==> config.mk <==
export PLATFORM = sky130hd
export DESIGN_NAME = rmeu_ctrl
export DESIGN_NICKNAME = d
export VERILOG_FILES = /design/src/hw/rtl/rmeu_pkg.sv /design/src/hw/rtl/rmeu_ctrl.sv
export SDC_FILE = /design/constraint.sdc
export NUM_CORES = 1
export LEC_CHECK = 0
export BUFFER_PORTS_ARGS = -buffer_cell sky130_fd_sc_hd__buf_2
export CORE_AREA = 2 2 39 41
export CTS_CLUSTER_DIAMETER = 40
export CTS_CLUSTER_SIZE = 12
export DETAILED_ROUTE_END_ITERATION = 7
export DIE_AREA = 0 0 41 43
export HOLD_SLACK_MARGIN = 0.15
export SYNTH_ARGS = -nofsm -noshare
export SYNTH_HDL_FRONTEND = slang
export SYNTH_SLANG_ARGS = --single-unit
==> constraint.sdc <==
create_clock -name clk -period 2.15 [get_ports clk]
set_input_delay 0.215 -clock clk [delete_from_list [all_inputs] [get_ports clk]]
set_output_delay 0.215 -clock clk [all_outputs]
set_load 0.005 [all_outputs]
==> src/hw/rtl/rmeu_pkg.sv <==
// ----------------------------------------------------------------------------
// rmeu_pkg
// Shared types and constants for the register machine execute unit.
// ----------------------------------------------------------------------------
package rmeu_pkg;

  localparam int MEM_BYTES = 4096;
  localparam int NUM_REGS  = 32;
  localparam int MEM_AW    = $clog2(MEM_BYTES / 4);
  localparam int MEM_WORDS = MEM_BYTES / 4;
  localparam int REG_AW    = $clog2(NUM_REGS);
  localparam logic [31:0] X2_RESET = 32'(MEM_BYTES / 2 - 1);

  typedef enum logic [4:0] {
    OP_ADD = 5'd0, OP_ADDI = 5'd1, OP_SUB = 5'd2, OP_MUL = 5'd3, OP_DIV = 5'd4,
    OP_AND = 5'd5, OP_OR = 5'd6, OP_BEQ = 5'd7, OP_BNE = 5'd8, OP_BLT = 5'd9,
    OP_BGT = 5'd10, OP_BLE = 5'd11, OP_BGE = 5'd12, OP_JUMP = 5'd13,
    OP_JALR = 5'd14, OP_JR = 5'd15, OP_LW = 5'd16, OP_LH = 5'd17, OP_LB = 5'd18,
    OP_SW = 5'd19, OP_SH = 5'd20, OP_SB = 5'd21, OP_LI = 5'd22, OP_MOVE = 5'd23,
    OP_SETLINE = 5'd24
  } op_t;

  localparam logic [1:0] FAULT_NONE = 2'd0;
  localparam logic [1:0] FAULT_DIV0 = 2'd1;
  localparam logic [1:0] FAULT_ADDR = 2'd2;

  typedef enum logic [2:0] {
    ST_IDLE, ST_EXEC, ST_DIV, ST_MEM, ST_OUT
  } state_t;

  // controller -> datapath
  typedef struct packed {
    logic load_req;   // capture input word, read registers
    logic exec;       // evaluate the op, commit register and line updates
    logic div_start;
    logic div_step;
    logic div_done;
    logic mem_done;   // load data available
  } cmd_t;

  // datapath -> controller
  typedef struct packed {
    logic is_div;
    logic is_load;
    logic div_last;
  } sts_t;

endpackage

==> src/hw/rtl/rmeu_ctrl.sv <==
// ----------------------------------------------------------------------------
// rmeu_ctrl
// Sequencer: accept, execute, optional divide or memory read, deliver.
// ----------------------------------------------------------------------------
module rmeu_ctrl import rmeu_pkg::*; (
  input  logic   clk,
  input  logic   rst_n,
  input  logic   in_tvalid,
  output logic   in_tready,
  output logic   out_tvalid,
  input  logic   out_tready,
  input  sts_t   sts,
  output cmd_t   cmd
);

  state_t state_r, state_nxt;

  always_ff @(posedge clk) begin
    if (!rst_n) state_r <= ST_IDLE;
    else        state_r <= state_nxt;
  end

  always_comb begin
    state_nxt = state_r;
    unique case (state_r)
      ST_IDLE: if (in_tvalid) state_nxt = ST_EXEC;
      ST_EXEC: begin
        if (sts.is_div)       state_nxt = ST_DIV;
        else if (sts.is_load) state_nxt = ST_MEM;
        else                  state_nxt = ST_OUT;
      end
      ST_DIV:  if (sts.div_last) state_nxt = ST_OUT;
      ST_MEM:  state_nxt = ST_OUT;
      ST_OUT:  if (out_tready) state_nxt = ST_IDLE;
      default: state_nxt = ST_IDLE;
    endcase
  end

  always_comb begin
    cmd        = '0;
    in_tready  = 1'b0;
    out_tvalid = 1'b0;
    unique case (state_r)
      ST_IDLE: begin
        in_tready    = 1'b1;
        cmd.load_req = in_tvalid;
      end
      ST_EXEC: begin
        cmd.exec      = 1'b1;
        cmd.div_start = sts.is_div;
      end
      ST_DIV: begin
        cmd.div_step = !sts.div_last;
        cmd.div_done = sts.div_last;
      end
      ST_MEM: cmd.mem_done = 1'b1;
      ST_OUT: out_tvalid = 1'b1;
      default: ;
    endcase
  end

endmodule

==> flow_summary.toml, run 1 <==
[synthesis]
ys_seq_area_frac = 0.2060
synth_cells = 29
synth.area.top_cells = "dfxtp_1 (21%), buf_6 (12%), nor3b_2 (8.6%)"
synth.distinct_cells = 19
netlist.area_leader.share = 0.2060
yosysTopAreaCell = "dfxtp_1"
syn_area_um2 = 291.5
yosysWarnings = 0
synthesis.nets = 36
syn_avg_cell_area_um2 = 10.05
ys_seq_elements = 3

[detailed_routing]
drc = 0
highest_layer = "met3"
drt_pass1_iterations = 2
antenna_left = 0
drt-total-wl_um = 567
drt-initial-drc-count = 3
wl_met1_um = 269
route.vias.total = 250
met2RoutedLength_um = 268
avgViaCountPerCell = 4.167
wl_met3_um = 29
routedWlPerCell_um = 9.450

[global_routing]
antenna_found_initial = 0
grt_pass1_vias = 220
overflow = 0
grt_use_total = 0.08333
grt_pass1_wl_um = 876
grt_max_degree = 11

[placement]
dp_cells = 56
port_buffers = 14
place_congestion = 0.6976

[floorplanning]
dieArea_um2 = 1763
start_util = 0.2107
die_w_um = 41
die_height_um = 43
ios = 15
coreArea_um2 = 1384
num_rows = 14

[cells_and_area]
seqCellArea_um2 = 60.06
fin_cells = 60
layout_common_cells = "buf_2 (14), clkbuf_4 (3), dfxtp_1 (3)"
syn_to_final_growth_pct = 28.33
num_antenna_cells = 0
multiInputGateArea_um2 = 190.2
top_regs = "state_r x3"
fin_nets = 52
final_core_util = 0.2703
largest_reg_flops = 3
mostFrequentLayoutCell = "buf_2"
drive_above_1_share = 0.6364
fill_cells = 160
largest-register = "state_r"

[timing]
setup_tns_ns = 0
rsz0062_at_grt = "false"
finalCritPeriodShare = 0.6736
skew_ns = 0.001181
slew-limit-headroom = 0.7460
finalHoldWorstSlack_ns = 0.2883
final_max_slew_viol_count = 0
period_needed_ns = 1.448
max_freq_mhz = 690.5
finalSetupViolCount = 0
hold_viol = 0
worst_slew_pin_slew_ns = 0.3805

[setup_path]
crit_fanout = 9
critical_path.top_delay_family = "flip-flops"
crit_path_top_delay_cell = "dfxtp_1"
critPathCaptureType = "primary output"
cp-start-kind = "flop"
worstPathCellList = "nor2_1, and3_2, buf_2"
timing.critical_path.buf_inv = 1
worstPathRequired_ns = 1.93
critPathArrivalTime_ns = 1.23
r2r_slack_ns = 0.90
criticalPathCategory = "reg -> out"
max_stage_delay_ns = 0.50

[run]
maxCapViolations = 0

[outcome]
outcome = "complete, no violations"

[cts]
cts_tree = "done"
root_buffer = "clkbuf_4"
clkSlewWorstSetupHoldPaths_ns = 0.04
cts_buffers = 3
htree_levels = 1
cts_hold_buffers = 0
cts.sinks = 3
clock_latency_ns = 0.23
cts_resized = 0
cts.path.max_buffers = 2
cts_setup_buffers = 0

[pwr]
power_density_nw_per_um2 = 960.8
p_leak_nw = 0.1729
vdd_drop_max_uv = 230.5

[worst_hold_path]
holdCritPathClass = "in -> reg"
## metrics by stage
stage	worst slack (ns)	area, um2	total power [W]
global placement	0.9227	347.8	0.0002639
floorplan	1.097	291.5	0.0002380
CTS	0.6900	374.1	0.0003684
finish	0.7018	374.1	0.0003595
global route	0.5878	374.1	0.0003891
detailed placement	0.9091	347.8	0.0002630
## where the power goes
group / switching [W] / total (W) / internal [W]
combinational: 0.0000636 / 0.000152 / 0.0000880
clock: 0.0000302 / 0.0000998 / 0.0000696
sequential: 0.0000376 / 0.000108 / 0.0000704
total: 0.000131 / 0.000359 / 0.000228
## cell type report
cell class,instances,area share
clock buffers,4,0.07023
inverters,2,0.02007
multi-input cells,21,0.5084
flip-flops and latches,3,0.1605
well taps,16,0.05351
repair buffers,14,0.1873
## worst register-to-register path, stage by stage, from the launching register on
cell	delay (ns)
dfxtp_1	0.54
mux2i_2	0.33
a21oi_2	0.10
a221oi_2	0.20
## routing by layer
metal / GRT usage / vias to the layer above
met2: 0.08750 / 6
met3: 0.03141 / 0
met1: 0.09968 / 111
met5: 0 / -
met4: 0.1200 / 0
li1: - / 133
## cells by family (layout without fill, tap and decap cells)
group | count (synthesis) | in the layout | synth area share
and+or+nand+nor | 14 | 14 | 0.4120
AOI/OAI and AO/OA | 5 | 5 | 0.1545
buffers and inverters | 5 | 20 | 0.1416
DFF | 3 | 3 | 0.2060
muxes | 2 | 2 | 0.08582
## path summary, 6_finish.rpt
check	from	end	cells after the start
worst max-delay path	state_r[2]$_SDFFE_PN0P_	cmd[1]	3
worst max register to register	state_r[1]$_SDFFE_PN0P_	state_r[2]$_SDFFE_PN0P_	3
worst min-delay path	rst_n	state_r[2]$_SDFFE_PN0P_	3
worst min register to register	state_r[2]$_SDFFE_PN0P_	state_r[1]$_SDFFE_PN0P_	1
## synth_stat cells, drive strengths merged
library cell  number
a21oi              1
a221oi             1
a31oi              1
and2               2
and3               1
and3b              1
buf                3
dfxtp              3
inv                2
mux2               1
mux2i              1
nand2b             1
nor2               1
nor3               3
nor3b              4
nor4b              1
o21bai             2
Power figures use the tool's default switching activity.
==> run 2: changes to the inputs <==
clock period = 1.23 ns   (was 2.15 ns; I/O delays follow)
==> run 2 against run 1 <==
  * The run now ends with setup timing left
  * Register-to-register slack got worse by 0.89 ns
  * Global-route usage rose by 2.4 points
  * Routed wire length rose by 50%
  * Worst setup slack got worse by 0.75 ns
  * Via count rose by 16%
  * Worst hold slack worse by 0.091 ns
  * Flip-flop and latch count stayed put
  * Non-clock buffer count increased by 6
  * Critical path depth rose by 1
  * First-iteration DRC count decreased by 100%
  * Clock-buffer cell count unchanged
  * Critical endpoint is now cmd[3]
  * Largest cell class unchanged
  * Largest power group unchanged
==> flow_summary.toml, run 2 (synthesized netlist as in run 1, its figures left out) <==
[setup_path]
cp-start-kind = "flop"
reg2reg_from = "state_r[1]$_SDFFE_PN0P_"
critPathArrivalTime_ns = 1.15
startpoint = "state_r[1]$_SDFFE_PN0P_"
crit_fanout = 4
critPathCaptureType = "primary output"
criticalPathCategory = "reg -> out"
r2r_cells = 6
worstPathRequired_ns = 1.11

[detailed_routing]
drt_pass1_iterations = 1
routedWlPerCell_um = 12.91
antenna_left = 0
drt-total-wl_um = 852
avgViaCountPerCell = 4.379
drc = 0
drt-initial-drc-count = 0
route.vias.total = 289

[outcome]
outcome = "finished, violations left"
violations = "setup timing"

[cells_and_area]
fin_cells = 66
largest_reg_flops = 3
top_regs = "state_r x3"
finalInstanceArea_um2 = 474.2
syn_to_final_growth_pct = 62.66
layout_common_cells = "buf_2 (14), buf_4 (5), nor3_2 (3), clkbuf_4 (3), dfxtp_4 (3)"
num_antenna_cells = 0
drive_above_1_share = 0.8200
largest-register = "state_r"
fill_cells = 148
fin_nets = 58
mostFrequentLayoutCell = "buf_2"

[cts]
htree_levels = 1
cts_buffers = 3
clkSlewWorstSetupHoldPaths_ns = 0.04
cts.path.max_buffers = 2
cts_hold_buffers = 0
root_buffer = "clkbuf_4"
cts_tree = "done"
clock_latency_ns = 0.23
cts.sinks = 3

[global_routing]
use_met2 = 0.1813
grt_pass1_wl_mm = 1.179
grt_pass1_vias = 284
grt_use_total = 0.1073
gr-usage-met3 = 0.06283
grt_max_degree = 10
antenna_found_initial = 0
grtUsageMet1 = 0.09936
grt.busiest_layer = "met2"
overflow = 0

[pwr]
p_leak_nw = 0.2216
vdd_drop_max_uv = 649.7
power_density_nw_per_um2 = 1655

[placement]
port_buffers = 14
dp_hpwl_um = 439.1
placedInstanceArea_um2 = 355.3
dp_cells = 57
place_congestion = 0.6922

[worst_hold_path]
hp-start = "rst_n"
holdPathStages = 3
holdCritPathClass = "in -> reg"

[floorplanning]
ios = 15
num_rows = 14
dieArea_um2 = 1763
die_height_um = 43
start_util = 0.2107
coreArea_um2 = 1384
die_w_um = 41

[timing]
max_freq_mhz = 782.8
finalHoldWorstSlack_ns = 0.1975
rsz0062_at_grt = "true"
worst_slack_ns = -0.04753
final_max_slew_viol_count = 0
skew_ns = 0.001090
slew-limit-headroom = 0.8434
finalCritPeriodShare = 1.039
hold_viol = 0
worst_slew_pin_slew_ns = 0.2343
finalSetupViolCount = 2
period_needed_ns = 1.278

[run]
maxCapViolations = 0
-- run 2: per-layer routing --
layer	routed length (um)	part of all wire	vias to the layer above
li1	-	-	145
met1	311	0.37	135
met2	496	0.58	9
met3	45	0.053	0
met4	0	0	0
met5	0	0	-
-- run 2: layout make-up --
class                      count  area (um2)  area share
timing repair buffer          20       118.9      0.2507
multi-input combinational     21       230.2      0.4855
clock buffer                   4       26.28     0.05541
tap                           16       20.02     0.04222
inverter                       2       7.507     0.01583
sequential                     3       71.32      0.1504
-- run 2: final timing paths --
path | endpoint | slack [ns]
setup reg to reg | state_r[0]$_SDFFE_PN0P_ | 0.01
hold reg to reg | state_r[1]$_SDFFE_PN0P_ | 0.52
hold / removal | state_r[1]$_SDFFE_PN0P_ | 0.20
setup / recovery | cmd[3] | -0.05
-- run 2: stage by stage --
stage / TNS [ns] / utilization / total power, W / setup WS [ns]
6_report: -0.07610 / 0.3427 / 0.0007847 / -0.04753
4_1_cts: -0.09473 / 0.3128 / 0.0007192 / -0.04658
3_3_place_gp: 0 / 0.2568 / 0.0004678 / 0.07816
5_1_grt: -0.2883 / 0.3427 / 0.0008422 / -0.1029
2_1_floorplan: 0 / - / 0.0004160 / 0.1771
3_5_place_dp: 0 / 0.2568 / 0.0004643 / 0.1021
-- run 2: worst max-delay path, cell delays in order, from the launching register on --
cell and delay, ns:
dfxtp_4 0.34, buf_6 0.12, nor3b_4 0.20, and2_1 0.15, buf_2 0.10
-- run 2: power breakdown --
group	total (W)	switching [W]	leakage, nW	internal, W
registers	0.000211	0.0000746	0.0267	0.000136
logic	0.000397	0.000161	0.180	0.000236
clock network	0.000176	0.0000545	0.0150	0.000122
total	0.000785	0.000290	0.222	0.000494
-- run 2: repair_timing --
item / CTS / global route
endpoints found under the setup margin: 6 / 7
gates resized for setup: 7 / 7
buffers inserted: 4 / 1
pin swaps: 2 / 3
cloned: 0 / 0
==> run 3: changes to the inputs <==
PLACE_DENSITY = 0.52   (was default)
==> run 3 against run 2 <==
  * Clock skew grew 0.0087 ns
  * The run now ends clean
  * Sequential power is essentially flat
  * Worst setup slack gained 0.066 ns
  * Critical endpoint is now cmd[5]
  * Power grew 1.1%
  * Critical path type unchanged
  * Largest cell class unchanged
  * Final cell count shrank 1.5%
  * Core utilization shrank 0.81 points
  * Register-to-register slack gained 0.04 ns
  * Combinational power is essentially flat
==> flow_summary.toml, run 3 (synthesized netlist as in run 1, its figures left out) <==
[floorplanning]
ios = 15
num_rows = 14
start_util = 0.2107
die_w_um = 41
coreArea_um2 = 1384
die_height_um = 43
dieArea_um2 = 1763

[worst_hold_path]
hold-path-endpoint = "state_r[2]$_SDFFE_PN0P_"
hp-start = "rst_n"
holdCritPathClass = "in -> reg"
holdPathStages = 3

[setup_path]
crit_path_top_delay_cell = "dfxtp_4"
worstPathRequired_ns = 1.11
cp-start-kind = "flop"
max_stage_delay_ns = 0.36
worstPathCellList = "buf_6, nor3_4, and2_1, buf_2"
critPathCaptureType = "primary output"
reg2reg_from = "state_r[1]$_SDFFE_PN0P_"
r2r_cells = 4
criticalPathCategory = "reg -> out"
timing.rr.end = "state_r[2]$_SDFFE_PN0P_"
critPathArrivalTime_ns = 1.09
r2r_slack_ns = 0.05
crit_fanout = 5

[pwr]
power.internal_w = 0.0005011
power_density_nw_per_um2 = 1713
p_comb_frac = 0.498
power_switching_w = 0.0002920
power_frac_clock = 0.238
p_total_w = 0.0007931
swShare = 0.3682
p_leak_nw = 0.2119
vdd_drop_max_uv = 454.9
pwr-share-seq = 0.264

[detailed_routing]
routedWlPerCell_um = 10.91
route.vias.total = 289
avgViaCountPerCell = 4.446
drc = 0
drt-total-wl_um = 709
drt-initial-drc-count = 5
antenna_left = 0
drt_pass1_iterations = 4

[outcome]
outcome = "complete, no violations"

[cts]
cts_tree = "done"
cts.path.max_buffers = 2
root_buffer = "clkbuf_4"
htree_levels = 1
clock_latency_ns = 0.25
cts_buffers = 3
clkSlewWorstSetupHoldPaths_ns = 0.04
cts.sinks = 3

[cells_and_area]
num_antenna_cells = 0
top_regs = "state_r x3"
drive_above_1_share = 0.7959
finalInstanceArea_um2 = 462.9
layout_common_cells = "buf_2 (14), clkbuf_4 (3), buf_4 (3), dfxtp_4 (3)"
fin_nets = 57
syn_to_final_growth_pct = 58.80
largest_reg_flops = 3
largest-register = "state_r"
mostFrequentLayoutCell = "buf_2"
fin_cells = 65

[placement]
place_congestion = 0.7326
dp_hpwl_um = 493.3
placedInstanceArea_um2 = 355.3
dp_cells = 57
port_buffers = 14

[global_routing]
grt_use_total = 0.09438
antenna_found_initial = 0
overflow = 0
grt_max_degree = 10
grt_pass1_vias = 264
grt_pass1_wl_mm = 1.035

[timing]
worst_slew_pin_slew_ns = 0.2316
period_needed_ns = 1.211
skew_ns = 0.009827
hold_viol = 0
setup_tns_ns = 0
final_max_slew_viol_count = 0
finalHoldWorstSlack_ns = 0.1749
max_freq_mhz = 825.5
finalCritPeriodShare = 0.9848
slew-limit-headroom = 0.8425
rsz0062_at_grt = "true"
finalSetupViolCount = 0

[run]
maxCapViolations = 0
==> run 3: how the worst max path moves through the flow <==
stage	start	endpoint	slack (ns)	cells after the start
finish	state_r[1]$_SDFFE_PN0P_	cmd[5]	0.02	4
global placement	state_r[0]$_SDFFE_PN0P_	state_r[0]$_SDFFE_PN0P_	0.06	3
global route	state_r[0]$_SDFFE_PN0P_	cmd[3]	-0.03	3
CTS	state_r[1]$_SDFFE_PN0P_	cmd[2]	0.004	4
detailed placement	state_r[0]$_SDFFE_PN0P_	state_r[0]$_SDFFE_PN0P_	0.07	3
floorplan	state_r[1]$_SDFFE_PN0P_	state_r[2]$_SDFFE_PN0P_	0.18	4
==> run 3: power groups by stage <==
stage                     Combinational (W)  Sequential [W]  Clock, W
final                              0.000395        0.000209  0.000189
after global routing               0.000432        0.000213  0.000193
after CTS                          0.000364        0.000210  0.000193
after detailed placement           0.000284        0.000189         0
after global placement             0.000288        0.000187         0
after floorplan                    0.000283        0.000133         0
==> run 3: metrics by stage <==
stage               setup WS, ns  utilization
floorplan                 0.1771            -
global placement         0.05956       0.2568
detailed placement       0.06925       0.2568
CTS                     0.003614       0.3119
global route            -0.02983       0.3345
finish                   0.01865       0.3345
==> run 3: what timing repair did <==
item                                    4_1_cts  5_1_grt
endpoints found under the setup margin        8        5
setup buffers                                 3        2
gates resized for setup                      11        3
pin swaps                                     2        1
hold buffers                                  0        0
==> run 3: metal layers <==
metal	GRT usage	share of wire	vias up
met5	0	0	-
li1	-	-	146
met4	0.1000	0.038	0
met1	0.1061	0.40	125
met3	0.03665	0.11	3
met2	0.1219	0.45	15
==> run 3: layout make-up <==
type / count / area, um2
inverters: 2 / 7.507
flip-flops and latches: 3 / 71.32
well taps: 16 / 20.02
fillers: 150 / 920.9
repair buffers: 19 / 115.1
clock buffers: 4 / 26.28
multi-input cells: 21 / 222.7
==> run 3: worst max-delay path: cells and delay by family (launching register included) <==
family	cells	cell delay (ns)
AND/OR/NAND/NOR	2	0.26
buffers and inverters	2	0.22
flip-flops	1	0.36
